### config.mk
export PLATFORM = sky130hd
export DESIGN_NAME = stil_ram
export DESIGN_NICKNAME = d
export VERILOG_FILES = /design/src/hw/rtl/stil_ram.sv
export SDC_FILE = /design/constraint.sdc
export NUM_CORES = 1
export LEC_CHECK = 0
export ABC_AREA = 1
export BUFFER_PORTS_ARGS = -buffer_cell sky130_fd_sc_hd__clkbuf_2
export CAP_MARGIN = 40
export CORE_AREA = 2 2 118 120
export DETAILED_ROUTE_END_ITERATION = 6
export DIE_AREA = 0 0 120 122
export PLACE_DENSITY = 0.55
export SLEW_MARGIN = 25
export SYNTH_ARGS = -nofsm -noshare
export SYNTH_HDL_FRONTEND = slang
export SYNTH_SLANG_ARGS = --single-unit
### constraint.sdc
create_clock -name clk_i -period 3.55 [get_ports clk_i]
set_clock_uncertainty 0.2 [all_clocks]
set_input_delay 0.1775 -clock clk_i [delete_from_list [all_inputs] [get_ports clk_i]]
set_output_delay 0.1775 -clock clk_i [all_outputs]
set_load 0.02 [all_outputs]
### src/hw/rtl/stil_ram.sv
// Generic single-port RAM with registered read.
// No dependencies.
module stil_ram #(
  parameter int unsigned Width = 8,
  parameter int unsigned Depth = 16
) (
  input  logic                     clk_i,
  input  logic                     we_i,
  input  logic [$clog2(Depth)-1:0] addr_i,
  input  logic [Width-1:0]         wdata_i,
  output logic [Width-1:0]         rdata_o
);

  logic [Width-1:0] mem_q [Depth];

  always_ff @(posedge clk_i) begin
    if (we_i) begin
      mem_q[addr_i] <= wdata_i;
    end
    rdata_o <= mem_q[addr_i];
  end

endmodule

==> results.json <==
{
  "antennaDiodeCount": 0,
  "layout-drive-gt1-share_pct": 9.25,
  "drt-total-wl_mm": 12.1,
  "route.detailed.drc": 0,
  "yosysWarnings": 0,
  "grt_usage_pct": 18.1,
  "crit_buf_inv": 2,
  "viasPerCell": 4.60,
  "slew_headroom_pct": 50.8,
  "fmax_mhz": 479,
  "slowest_stage": "nor2_1",
  "cts_htree_levels": 4,
  "worstSetupPathType": "input port to register",
  "start_util_pct": 41.4,
  "hold_slack_ps": 58.7,
  "cts_buffers": 17,
  "status": "complete, no violations",
  "clkPwrFrac_pct": 47.0,
  "seqPwrFrac_pct": 47.3,
  "yosysUniqueCellTypes": 11,
  "p_int_w": 0.00301,
  "r2r_slack_ps": 2310,
  "setup-violations-final": 0,
  "post_cts_resized": 0,
  "boundaryPins": 22,
  "first_iter_violations": 268,
  "drv_cap": 0,
  "hold_path_class": "input port to register",
  "die_w_um": 120,
  "tightest_slew_ps": 736,
  "crit_path_end_kind": "register",
  "yosysSeqAreaShare_pct": 71.6,
  "clockBufferDepth": 2,
  "rsz0062_at_grt": "no",
  "core_region_area_um2": 13500,
  "crit_family": "simple AND/OR/NAND/NOR gates",
  "crit_chain": "clkbuf_2 -> clkinv_1 -> nand3_1 -> nor2_1",
  "syn_area_per_cell_um2": 10.2,
  "synth-seq-cells": 136,
  "post-synth-top-area-fraction_pct": 68.7,
  "clk_latency_ps": 420,
  "comb_power_share_pct": 5.7,
  "port_buffers": 21,
  "cts-root-buf": "clkbuf_16",
  "grt_max_degree": 42,
  "dieHeight_um": 122,
  "gp_congestion": 0.852,
  "worst_ep_arrival_time_ps": 1930,
  "period_needed_ps": 2090,
  "dieArea_um2": 14600,
  "num_rows": 43,
  "fin_nets": 585,
  "p_leak_nw": 2.73,
  "yosysTopAreaCell": "edfxtp_1",
  "ctsHoldBuffers": 0,
  "cts_tree": "done",
  "swShare_pct": 21.1,
  "finalHoldViolCount": 0,
  "p_switching_w": 0.000807,
  "wl_per_cell_um": 15.8,
  "post_cts_buffers": 0,
  "ys_top_cells_by_area": "edfxtp_1 69%, nand2_1 23%, dfxtp_1 2.9%",
  "firstDrtPassIters": 5,
  "grt_first_pass_wirelength_mm": 19.2,
  "critPathMaxFanout": 35,
  "fin_crit_sh_pct": 58.8,
  "netlist_instances": 548,
  "vias": 3514,
  "syn_area_um2": 5590,
  "cts_sinks": 136,
  "ant_nets": 0,
  "antenna_found_initial": 0,
  "powerDensity_nw_per_um2": 592,
  "tns_ps": 0,
  "grt_pass1_vias": 3532,
  "clk_pin_slew_ps": 60,
  "syn-num-nets": 562,
  "dp_hpwl_mm": 7.70,
  "cp_slowest_stage_delay_ps": 650,
  "area_growth_pct": 15.3,
  "fillers": 1240,
  "startpoint_type": "input port",
  "grt.overflow.total": 0,
  "cp_data_required_time_ps": 3390,
  "slew_violations": 0,
  "vdd_drop_max_mv": 0.323
}
## path summary, 6_finish.rpt
path                start           to  depth (start not counted)
max             addr_i[1]  mem_q[9][6]                          4
min            wdata_i[7]  mem_q[2][7]                          1
max reg2reg   mem_q[5][4]   rdata_o[4]                          8
min reg2reg  mem_q[11][4]   rdata_o[4]                          8
## cell type report
class	instances	area [um^2]	area share [%]
clock buffer	17	425	6.60
clock inverter	15	184	2.85
inverter	23	86.3	1.34
multi-input combinational	368	1390	21.5
sequential	136	4000	62.1
tap	180	225	3.49
timing repair buffer	25	135	2.10
## power groups by stage
stage | Sequential (W) | Combinational, W | Clock [W]
floorplan | 0.00185 | 0.000124 | 0
global placement | 0.00184 | 0.000222 | 0
detailed placement | 0.00184 | 0.000222 | 0
CTS | 0.00181 | 0.000223 | 0.00182
global route | 0.00181 | 0.000251 | 0.00189
finish | 0.00181 | 0.000220 | 0.00179
## registers in the layout (all words and copies together) (netlist names)
| signal | count |
|---|---|
| rdata_o | 8 |
| mem_q | 128 |
## synth_stat cells
| master | count |
|---|---|
| nand2_1 | 346 |
| edfxtp_1 | 128 |
| inv_1 | 21 |
| nor2_1 | 18 |
| buf_2 | 12 |
| dfxtp_1 | 8 |
| buf_4 | 6 |
| nand3_1 | 4 |
| clkbuf_1 | 3 |
| clkinv_1 | 1 |
| inv_2 | 1 |
## layout by cell type (no fill, tap or decap)
cell type | synthesis | final
nor2_1 | 18 | 18
buf_4 | 6 | 4
clkinv_4 | 0 | 1
clkinv_1 | 1 | 5
inv_1 | 21 | 21
edfxtp_1 | 128 | 128
clkinvlp_4 | 0 | 4
clkbuf_16 | 0 | 17
dfxtp_1 | 8 | 8
nand3_1 | 4 | 4
clkbuf_2 | 0 | 21
nand2_1 | 346 | 346
bufinv_16 | 0 | 4
inv_2 | 1 | 1
clkinv_2 | 0 | 2
## layer usage
layer	share of wire [%]	GRT usage (%)	vias to the layer above
met5	0	0	-
met4	1.4	7.57	0
met3	4.8	4.63	12
met2	49	29.0	87
met1	45	23.5	1611
li1	-	-	1804
## cells by family (layout without fill, tap and decap cells)
family                 count (synthesis)  count (layout)  synth area share (%)
flip-flops                           136             136                  71.6
buffers and inverters                 44              80                  3.62
AND/OR/NAND/NOR                      368             368                  24.8
## metrics by stage
| step | area, um^2 | total power, W | setup WS, ps | std cells | utilization, % |
|---|---|---|---|---|---|
| final | 6450 | 0.00382 | 1460 | 764 | 47.7 |
| after global routing | 6450 | 0.00395 | 1250 | 764 | 47.7 |
| after CTS | 6450 | 0.00385 | 1480 | 764 | 47.7 |
| after detailed placement | 5840 | 0.00206 | 1040 | 732 | 43.2 |
| after global placement | 5840 | 0.00206 | 1140 | 732 | 43.2 |
| after floorplan | 5590 | 0.00197 | 1800 | 548 | - |
No activity file was read; power rests on OpenSTA's default activity.
