**src/hw/rtl/stil_lerp.sv**
```systemverilog
// Shared interpolation unit: lo + trunc(frac * (hi - lo) >> FracBits).
// One field per use, registered result. No dependencies.
// The fraction carries one integer bit so that a weight of exactly one fits.
module stil_lerp #(
  parameter int unsigned FracBits = 16
) (
  input  logic                clk_i,
  input  logic signed [32:0]  lo_i,
  input  logic signed [32:0]  hi_i,
  input  logic [FracBits:0]   frac_i,
  output logic signed [32:0]  res_o
);

  localparam int unsigned ProdW = 35 + FracBits;

  logic signed [33:0]           diff;
  logic [33:0]                  mag;
  logic [ProdW-1:0]             prod;
  logic [33:0]                  step;

  always_comb begin
    diff = {hi_i[32], hi_i} - {lo_i[32], lo_i};
    mag  = diff[33] ? 34'(-diff) : 34'(diff);
    prod = ProdW'(mag) * ProdW'(frac_i);
    step = prod[FracBits+33:FracBits];
  end

  always_ff @(posedge clk_i) begin
    res_o <= diff[33] ? 33'({lo_i[32], lo_i} - $signed(step))
                      : 33'({lo_i[32], lo_i} + $signed(step));
  end

endmodule

```
**config.mk**
```make
export PLATFORM = sky130hd
export DESIGN_NAME = stil_lerp
export DESIGN_NICKNAME = d
export VERILOG_FILES = /design/src/hw/rtl/stil_lerp.sv
export SDC_FILE = /design/constraint.sdc
export NUM_CORES = 2
export LEC_CHECK = 0
export BUFFER_PORTS_ARGS = -buffer_cell sky130_fd_sc_hd__buf_2
export CELL_PAD_IN_SITES_DETAIL_PLACEMENT = 1
export CELL_PAD_IN_SITES_GLOBAL_PLACEMENT = 1
export CORE_MARGIN = 5
export CORE_UTILIZATION = 25
export CTS_BUF_LIST = sky130_fd_sc_hd__clkbuf_8
export CTS_CLUSTER_DIAMETER = 80
export DETAILED_ROUTE_END_ITERATION = 12
export PLACE_DENSITY = 0.44
export SLEW_MARGIN = 20
export SYNTH_ARGS = -nofsm -noshare
export SYNTH_HDL_FRONTEND = slang
export SYNTH_SLANG_ARGS = --single-unit
```
**constraint.sdc**
```tcl
create_clock -name clk_i -period 27.4 [get_ports clk_i]
set_clock_uncertainty 0.05 [all_clocks]
set_input_delay 1.37 -clock clk_i [delete_from_list [all_inputs] [get_ports clk_i]]
set_output_delay 1.37 -clock clk_i [all_outputs]
set_load 0.01 [all_outputs]
```
==> results.yml <==
layout:
  largest_reg_flops: 33
  synthToLayoutAreaGrowth_pct: 8.878
  nFillCells: 11330
  diodes: 0
  top_register: "res_o"
  final_nets: 3664
  drive_above_1_share_pct: 6.908
  top_regs: "res_o x33"
  final_area_um2: 25730
clock_tree:
  cts_tree: "built"
  clock_path_buffers: 2
  cts_buffers: 5
  cts_resized: 0
  clock-sinks: 33
  cts-hold-fix-buffers: 0
  cts_root_buf: "clkbuf_8"
  htreeDepth: 2
  cts.clk_slew.worst_paths_ps: 70
  post_cts_buffers: 0
timing:
  max_freq_mhz: 64.41
  period_minus_slack_ps: 15530
  rsz0062_at_grt: "no"
  setup_viol: 0
  min_period_over_period_pct: 56.66
  tns_ps: 0
  final_max_slew_viol_count: 0
  hold_slack_ps: 1378
  tightest_slew_ps: 1124
  relSlewSlack_pct: 25.06
  hold_viol: 0
drt:
  ant_nets: 0
  vias_per_cell: 4.630
  post-route-drc-count: 0
  wl_um: 81800
  drt_iter0_markers: 694
  wl_per_cell_um: 19.58
  num_vias: 19350
  drt-pass1-iter-count: 5
die:
  rows: 112
  die_w_um: 317.5
  fp.dieH_um: 317.5
  core-area_um2: 93610
  ios: 117
  dieArea_um2: 100800
  start_util_pct: 25.25
yosys:
  synth.top_cells.by_count: "619 x inv_1, 478 x fa_1, 447 x nand2_1"
  yosys_warnings: 0
  async_flop_share_pct: 0
  synth_top_area_share_pct: 40.49
  avgSynthCellArea_um2: 8.204
  yosysSeqAreaShare_pct: 2.795
  synth_seq_cells: 33
  synth.distinct_cells: 80
  synth.area.top_cells: "fa_1 40%, inv_1 9.8%, ha_1 9.5%, nand2_1 7.1%, and2_1 5.3%"
  synth_ff_type: "dfxtp_1"
  syn-num-nets: 3622
  synth_most_common_cell: "inv_1"
  syn_area_um2: 23640
  synthCells: 2881
  synth_top_area_cell: "fa_1"
  synth-edff-count: 0
critical_path:
  crit_path_start_kind: "primary input"
  critical-path-top-delay-family: "compound AO/OA/AOI/OAI gates"
  critPathMaxFanout: 17
  critical_path_buf_inv_count: 7
  path_class: "in -> reg"
  arrival_ps: 15650
  cp_common_cell: "fa_1"
  cp-end-kind: "flip-flop"
  crit_required_ps: 27520
  slowest_stage: "a2111oi_0"
  slowest_delay_ps: 750
job:
  drv_cap: 0
grt:
  grt_pass1_wl_um: 130400
  grt_pass1_vias: 22090
  groute.usage.overall_pct: 16.26
  grt_max_degree: 35
  antenna_found_initial: 3
  grt-ovfl-total: 0
placement:
  globalplace.congestion: 0.8138
  dp_hpwl_um: 66810
  placed_area_um2: 25650
  port_buffers: 116
min_path:
  min_path_type: "in -> reg"
run_status:
  status: "completed"
[worst paths after layout]
kind                     from         to  slack (ps)  depth (start not counted)
worst max-delay path  hi_i[0]  res_o[31]       11870                         43
worst min-delay path  lo_i[1]   res_o[1]        1380                          2
[final cells by class]
| type | instances | area, µm² | area share [%] |
|---|---|---|---|
| Timing Repair Buffer | 157 | 888.4 | 3.452 |
| Multi-Input combinational cell | 2107 | 20210 | 78.53 |
| Inverter | 619 | 2323 | 9.029 |
| Clock buffer | 5 | 68.82 | 0.2674 |
| Sequential cell | 33 | 660.6 | 2.567 |
| Clock inverter | 3 | 13.76 | 0.05348 |
| Tap cell | 1254 | 1569 | 6.097 |
[layout by cell type (no fill, tap or decap), types with 8 or more instances in the layout]
master | Yosys | layout
nand2_1 | 447 | 447
dfxtp_1 | 33 | 33
nand2b_1 | 20 | 20
a21o_1 | 45 | 45
and3_1 | 12 | 12
nand3_1 | 13 | 13
inv_1 | 619 | 620
nor4_1 | 11 | 11
a211oi_1 | 20 | 20
buf_2 | 1 | 116
o21ai_0 | 76 | 75
and2_1 | 199 | 199
nor2b_1 | 22 | 22
a21oi_1 | 110 | 110
ha_1 | 179 | 179
nor2_1 | 78 | 78
nor3_1 | 24 | 24
or4_1 | 9 | 9
nand4_1 | 23 | 23
o31ai_1 | 18 | 18
or3_1 | 11 | 11
or2_2 | 8 | 8
xnor2_1 | 89 | 89
buf_4 | 0 | 41
o21bai_1 | 10 | 10
a31oi_1 | 18 | 17
o21a_1 | 17 | 17
fa_1 | 478 | 478
xor2_1 | 54 | 53
[layer usage]
metal / vias up / global-route usage, % / part of all wire, %
met5: - / 0 / 0
met4: 0 / 2.043 / 1.5
met3: 80 / 1.957 / 3.0
met2: 251 / 30.03 / 52
met1: 10080 / 20.95 / 44
li1: 8932 / - / -
[per-stage QoR]
step,setup slack [ps],util [%],cells
2_1_floorplan,14080,-,2881
3_3_place_gp,11890,27.40,4170
3_5_place_dp,11490,27.40,4170
4_1_cts,11760,27.49,4178
5_1_grt,10720,27.49,4178
6_report,11870,27.49,4178
[cell families (layout without fill, tap and decap cells)]
| family | after synthesis | after routing | share of synthesized area [%] |
|---|---|---|---|
| AND/OR/NAND/NOR | 907 | 907 | 18.61 |
| buffers and inverters | 741 | 784 | 11.84 |
| adder cells (fa/ha/maj) | 657 | 657 | 49.96 |
| AO/OA/AOI/OAI | 390 | 390 | 10.91 |
| XOR/XNOR | 147 | 147 | 5.627 |
| flip-flops | 33 | 33 | 2.795 |
| multiplexers | 6 | 6 | 0.2594 |
Power is not shown: default switching activity piles up to over one toggle a cycle in this logic, so the estimate is an artifact.
