<file path="config.mk">
export PLATFORM = sky130hd
export DESIGN_NAME = stil_divider
export DESIGN_NICKNAME = d
export VERILOG_FILES = /design/src/hw/rtl/stil_divider.sv
export SDC_FILE = /design/constraint.sdc
export NUM_CORES = 1
export LEC_CHECK = 0
export BUFFER_PORTS_ARGS = -buffer_cell sky130_fd_sc_hd__buf_2
export CORE_UTILIZATION = 30
export CTS_CLUSTER_DIAMETER = 60
export DETAILED_ROUTE_END_ITERATION = 16
export GPL_TIMING_DRIVEN = 0
export REMOVE_ABC_BUFFERS = 1
export SLEW_MARGIN = 20
export SYNTH_ARGS = -nofsm -noshare
export SYNTH_HDL_FRONTEND = slang
export SYNTH_SLANG_ARGS = --single-unit
export TNS_END_PERCENT = 20
</file>
<file path="constraint.sdc">
create_clock -name clk_i -period 4.3 [get_ports clk_i]
set_input_delay 0 -clock clk_i [delete_from_list [all_inputs] [get_ports clk_i]]
set_output_delay 0 -clock clk_i [all_outputs]
set_load 0.02 [all_outputs]
</file>
<file path="src/hw/rtl/stil_divider.sv">
// Restoring divider, one quotient bit per cycle: (num << FracBits) / den.
// No dependencies; num < den is guaranteed by the caller.
module stil_divider #(
  parameter int unsigned FracBits = 16
) (
  input  logic                clk_i,
  input  logic                rst_ni,
  input  logic                start_i,
  input  logic [31:0]         num_i,
  input  logic [31:0]         den_i,
  output logic                done_o,
  output logic [FracBits-1:0] quot_o
);

  localparam int unsigned CntW = $clog2(FracBits + 1);

  logic [32:0]         rem_q, rem_d;
  logic [31:0]         den_q;
  logic [FracBits-1:0] quot_q, quot_d;
  logic [CntW-1:0]     cnt_q;
  logic                busy_q;
  logic [32:0]         trial;

  always_comb begin
    trial  = {rem_q[31:0], 1'b0};
    rem_d  = trial;
    quot_d = {quot_q[FracBits-2:0], 1'b0};
    if (trial >= {1'b0, den_q}) begin
      rem_d  = trial - {1'b0, den_q};
      quot_d[0] = 1'b1;
    end
  end

  always_ff @(posedge clk_i or negedge rst_ni) begin
    if (!rst_ni) begin
      busy_q <= 1'b0;
      cnt_q  <= '0;
      done_o <= 1'b0;
    end else begin
      done_o <= 1'b0;
      if (start_i) begin
        busy_q <= 1'b1;
        cnt_q  <= CntW'(FracBits);
      end else if (busy_q) begin
        cnt_q <= cnt_q - 1'b1;
        if (cnt_q == CntW'(1)) begin
          busy_q <= 1'b0;
          done_o <= 1'b1;
        end
      end
    end
  end

  always_ff @(posedge clk_i) begin
    if (start_i) begin
      rem_q  <= {1'b0, num_i};
      den_q  <= den_i;
      quot_q <= '0;
    end else if (busy_q) begin
      rem_q  <= rem_d;
      quot_q <= quot_d;
    end
  end

  assign quot_o = quot_q;

endmodule

</file>
==> flow_metrics.py <==
metrics = {
    "synthesis": {
        "syn_area_per_cell_um2": 9.64,
        "synth-seq-cells": 87,
        "syn_area_um2": 5530,
        "async_flop_share_pct": 8.05,
        "synth_edf_count": 64,
        "yosysWarnings": 0,
        "synthCells": 574,
        "ys_seq_area_share_pct": 43.7,
        "synth_ff_type": "edfxtp_1",
        "yosysUniqueCellTypes": 64,
    },
    "floorplanning": {
        "die_w_um": 138,
        "rows": 49,
        "initial_utilization_pct": 30.7,
        "io_pins": 84,
        "die_area_um2": 19000,
        "die_h_um": 138,
        "core_um2": 18000,
    },
    "sta": {
        "worstMarginPinSlew_ns": 1.07,
        "whs_ns": 0.00483,
        "hold_viol_final": 0,
        "fmax_mhz": 289,
        "fin_skew_ns": 0.0154,
        "period_needed_ns": 3.46,
        "period_share_pct": 80.4,
        "fin_setup_tns_ns": 0,
        "fin_ws_ns": 0.843,
        "setup-violations-final": 0,
        "grt_setup_unrepaired": "no",
        "slew_viol_final": 0,
        "maxSlewHeadroom_pct": 28.6,
    },
    "cts": {
        "cts_root_buffer": "clkbuf_16",
        "clock-sinks": 87,
        "cts_buffers": 9,
        "clock_latency_ns": 0.36,
        "clockBufferDepth": 2,
        "clkTransAtPathRegs_ns": 0.08,
        "htree_levels": 3,
        "cts_tree": "done",
        "post-cts-setup-buffer-count": 0,
    },
    "min_path": {
        "hold_path_depth": 2,
        "min_delay_worst_endpoint": "rem_q[22]",
        "hp-start": "num_i[22]",
        "hold_class": "in2reg",
    },
    "worst_setup_path": {
        "required_ns": 4.41,
        "crit_arrival_ns": 3.56,
        "r2r_slack_ns": 0.84,
        "cp-end-kind": "flop",
        "cp.buffers_inverters": 0,
        "rr_startpoint": "rem_q[9]",
        "cp_top_family": "simple AND/OR/NAND/NOR gates",
        "reg2regPathDepth": 9,
        "slowest_delay_ns": 0.53,
        "crit_slowest_cell": "or4_4",
        "rr_endpoint": "rem_q[1]",
        "crit_fanout": 30,
        "worstPathCellList": "ha_1, nand4_1, or4_4, a211o_1, nor4b_4, nor4_4, or2_4, a21oi_2, mux2_4",
        "start_kind": "flop",
        "worst-setup-path-type": "reg2reg",
    },
    "drt": {
        "routed_wl_mm": 13.0,
        "drtIter0Drc": 220,
        "dr_total_vias": 4419,
        "remaining_drc_errors": 0,
        "drt-vias-per-instance": 4.83,
        "dr.pass1.iters": 4,
        "wl_per_cell_um": 14.2,
        "ant_nets": 0,
    },
    "placement": {
        "place_ws_ns": 0.865,
        "gp_congestion": 0.782,
        "dpl-instance-area_um2": 6040,
        "dp_hpwl_mm": 9.08,
        "portBuffers": 83,
    },
    "status": {
        "outcome": "complete, no violations",
    },
    "layout": {
        "design_area_um2": 6870,
        "final_common_cell": "buf_2",
        "n_antenna_cell": 0,
        "final_nets": 783,
        "syn_to_final_growth_pct": 24.1,
        "mostFrequentLayoutCells": "buf_2, nand2_1, edfxtp_1",
        "nFillCells": 1867,
        "drive_above_1_share_pct": 17.1,
    },
    "power_and_ir_drop": {
        "power.leakage_nw": 3.08,
        "vdd_drop_max_uv": 262,
        "power_density_nw_per_um2": 630,
        "power_mw": 4.33,
    },
    "global_routing": {
        "overflow": 0,
        "grt_usage_pct": 14.6,
        "antenna_found_initial": 0,
        "grt_max_degree": 53,
        "grt_pass1_wl_mm": 21.3,
        "grt_pass1_vias": 4369,
    },
    "flow_run": {
        "maxCapViolCount": 0,
    },
}
-- logic make-up (layout without fill, tap and decap cells) --
kind of cell | after synthesis | after routing | share of synthesized area (%)
AND/OR/NAND/NOR | 181 | 181 | 15.9
AO/OA/AOI/OAI | 144 | 144 | 17.4
flip-flops | 87 | 87 | 43.7
buffers and inverters | 82 | 194 | 7.39
adder cells (fa/ha/maj) | 35 | 35 | 8.05
XOR/XNOR | 27 | 27 | 4.27
multiplexers | 18 | 18 | 3.35
-- worst max-delay path by stage --
stage	from	end	slack, ns	cells after the start
floorplan	rem_q[18]	rem_q[22]	1.20	9
detailed placement	rem_q[9]	rem_q[1]	0.86	9
global placement	rem_q[18]	rem_q[26]	0.41	9
global route	rem_q[20]	rem_q[23]	0.55	9
finish	rem_q[9]	rem_q[1]	0.84	9
CTS	rem_q[9]	rem_q[1]	0.84	9
-- layer usage --
layer | routed length [µm] | global-route usage (%) | vias up
met2 | 5880 | 24.2 | 81
met1 | 6480 | 18.9 | 2053
met3 | 549 | 3.38 | 10
met5 | 0 | 0 | -
li1 | - | - | 2275
met4 | 121 | 3.93 | 0
-- flip-flops by register name, indices dropped and copies added, names as in the netlist --
| signal | flops |
|---|---|
| done_o | 1 |
| cnt_q | 5 |
| busy_q | 1 |
| quot_o | 16 |
| rem_q | 32 |
| den_q | 32 |
-- cell usage after synthesis (2+ instances only) --
master | n | area (µm²)
nor4_1 | 3 | 18.8
o22ai_1 | 3 | 18.8
and3_1 | 6 | 37.5
edfxtp_1 | 64 | 1920
a211oi_1 | 11 | 82.6
nand3_1 | 7 | 35.0
dfxtp_1 | 16 | 320
a21o_1 | 17 | 128
clkbuf_1 | 14 | 52.6
a2bb2oi_1 | 6 | 52.6
o21bai_1 | 4 | 30.0
inv_1 | 41 | 154
nor2b_1 | 5 | 31.3
dfrtp_1 | 7 | 175
nor4b_1 | 3 | 26.3
or3_1 | 3 | 18.8
a31oi_1 | 20 | 125
xor2_1 | 12 | 105
ha_1 | 34 | 425
o21a_1 | 5 | 37.5
buf_2 | 3 | 15.0
nand4_1 | 4 | 25.0
o21ai_1 | 4 | 20.0
mux2i_1 | 17 | 170
xnor2_1 | 15 | 131
nor2_1 | 48 | 180
o21ai_0 | 14 | 70.1
and2_1 | 5 | 31.3
nand2b_1 | 6 | 37.5
buf_1 | 2 | 7.51
o31ai_1 | 3 | 22.5
a21oi_1 | 35 | 175
o211ai_1 | 7 | 52.6
nand2_1 | 66 | 248
or2_2 | 3 | 18.8
nor3_1 | 13 | 65.1
buf_6 | 4 | 45.0
buf_4 | 18 | 135
-- area by class of cell --
type / count / area [µm²] / share of cell area (%)
Multi-Input combinational cell: 405 / 2710 / 39.5
Sequential cell: 87 / 2420 / 35.2
Tap cell: 229 / 287 / 4.17
Clock inverter: 6 / 52.6 / 0.765
Timing Repair Buffer: 137 / 993 / 14.5
Clock buffer: 10 / 250 / 3.64
Inverter: 41 / 154 / 2.24
-- per-stage QoR --
step,std cells,utilization (%)
2_1_floorplan,533,-
3_3_place_gp,845,33.2
3_5_place_dp,847,33.5
4_1_cts,915,38.1
5_1_grt,915,38.1
6_report,915,38.1
-- where the power goes --
part | switching (mW) | total (mW) | internal, mW
Clock | 0.365 | 0.805 | 0.440
Sequential | 0.132 | 1.30 | 1.17
Combinational | 1.29 | 2.22 | 0.936
-- worst reg2reg max path, delay by kind of cell (launching register included) --
family                     cells  cell delay (ns)
DFF                            1             0.40
and+or+nand+nor                5             1.64
AOI/OAI and AO/OA              2             0.46
muxes                          1             0.26
adders and majority gates      1             0.44
-- timing repair --
action / 4_1_cts / 5_1_grt
hold buffers: 52 / 0
gates resized for setup: 0 / 0
setup endpoints to repair: 0 / 0
hold endpoints to repair: 57 / 0
No activity file was read; power rests on OpenSTA's default activity.
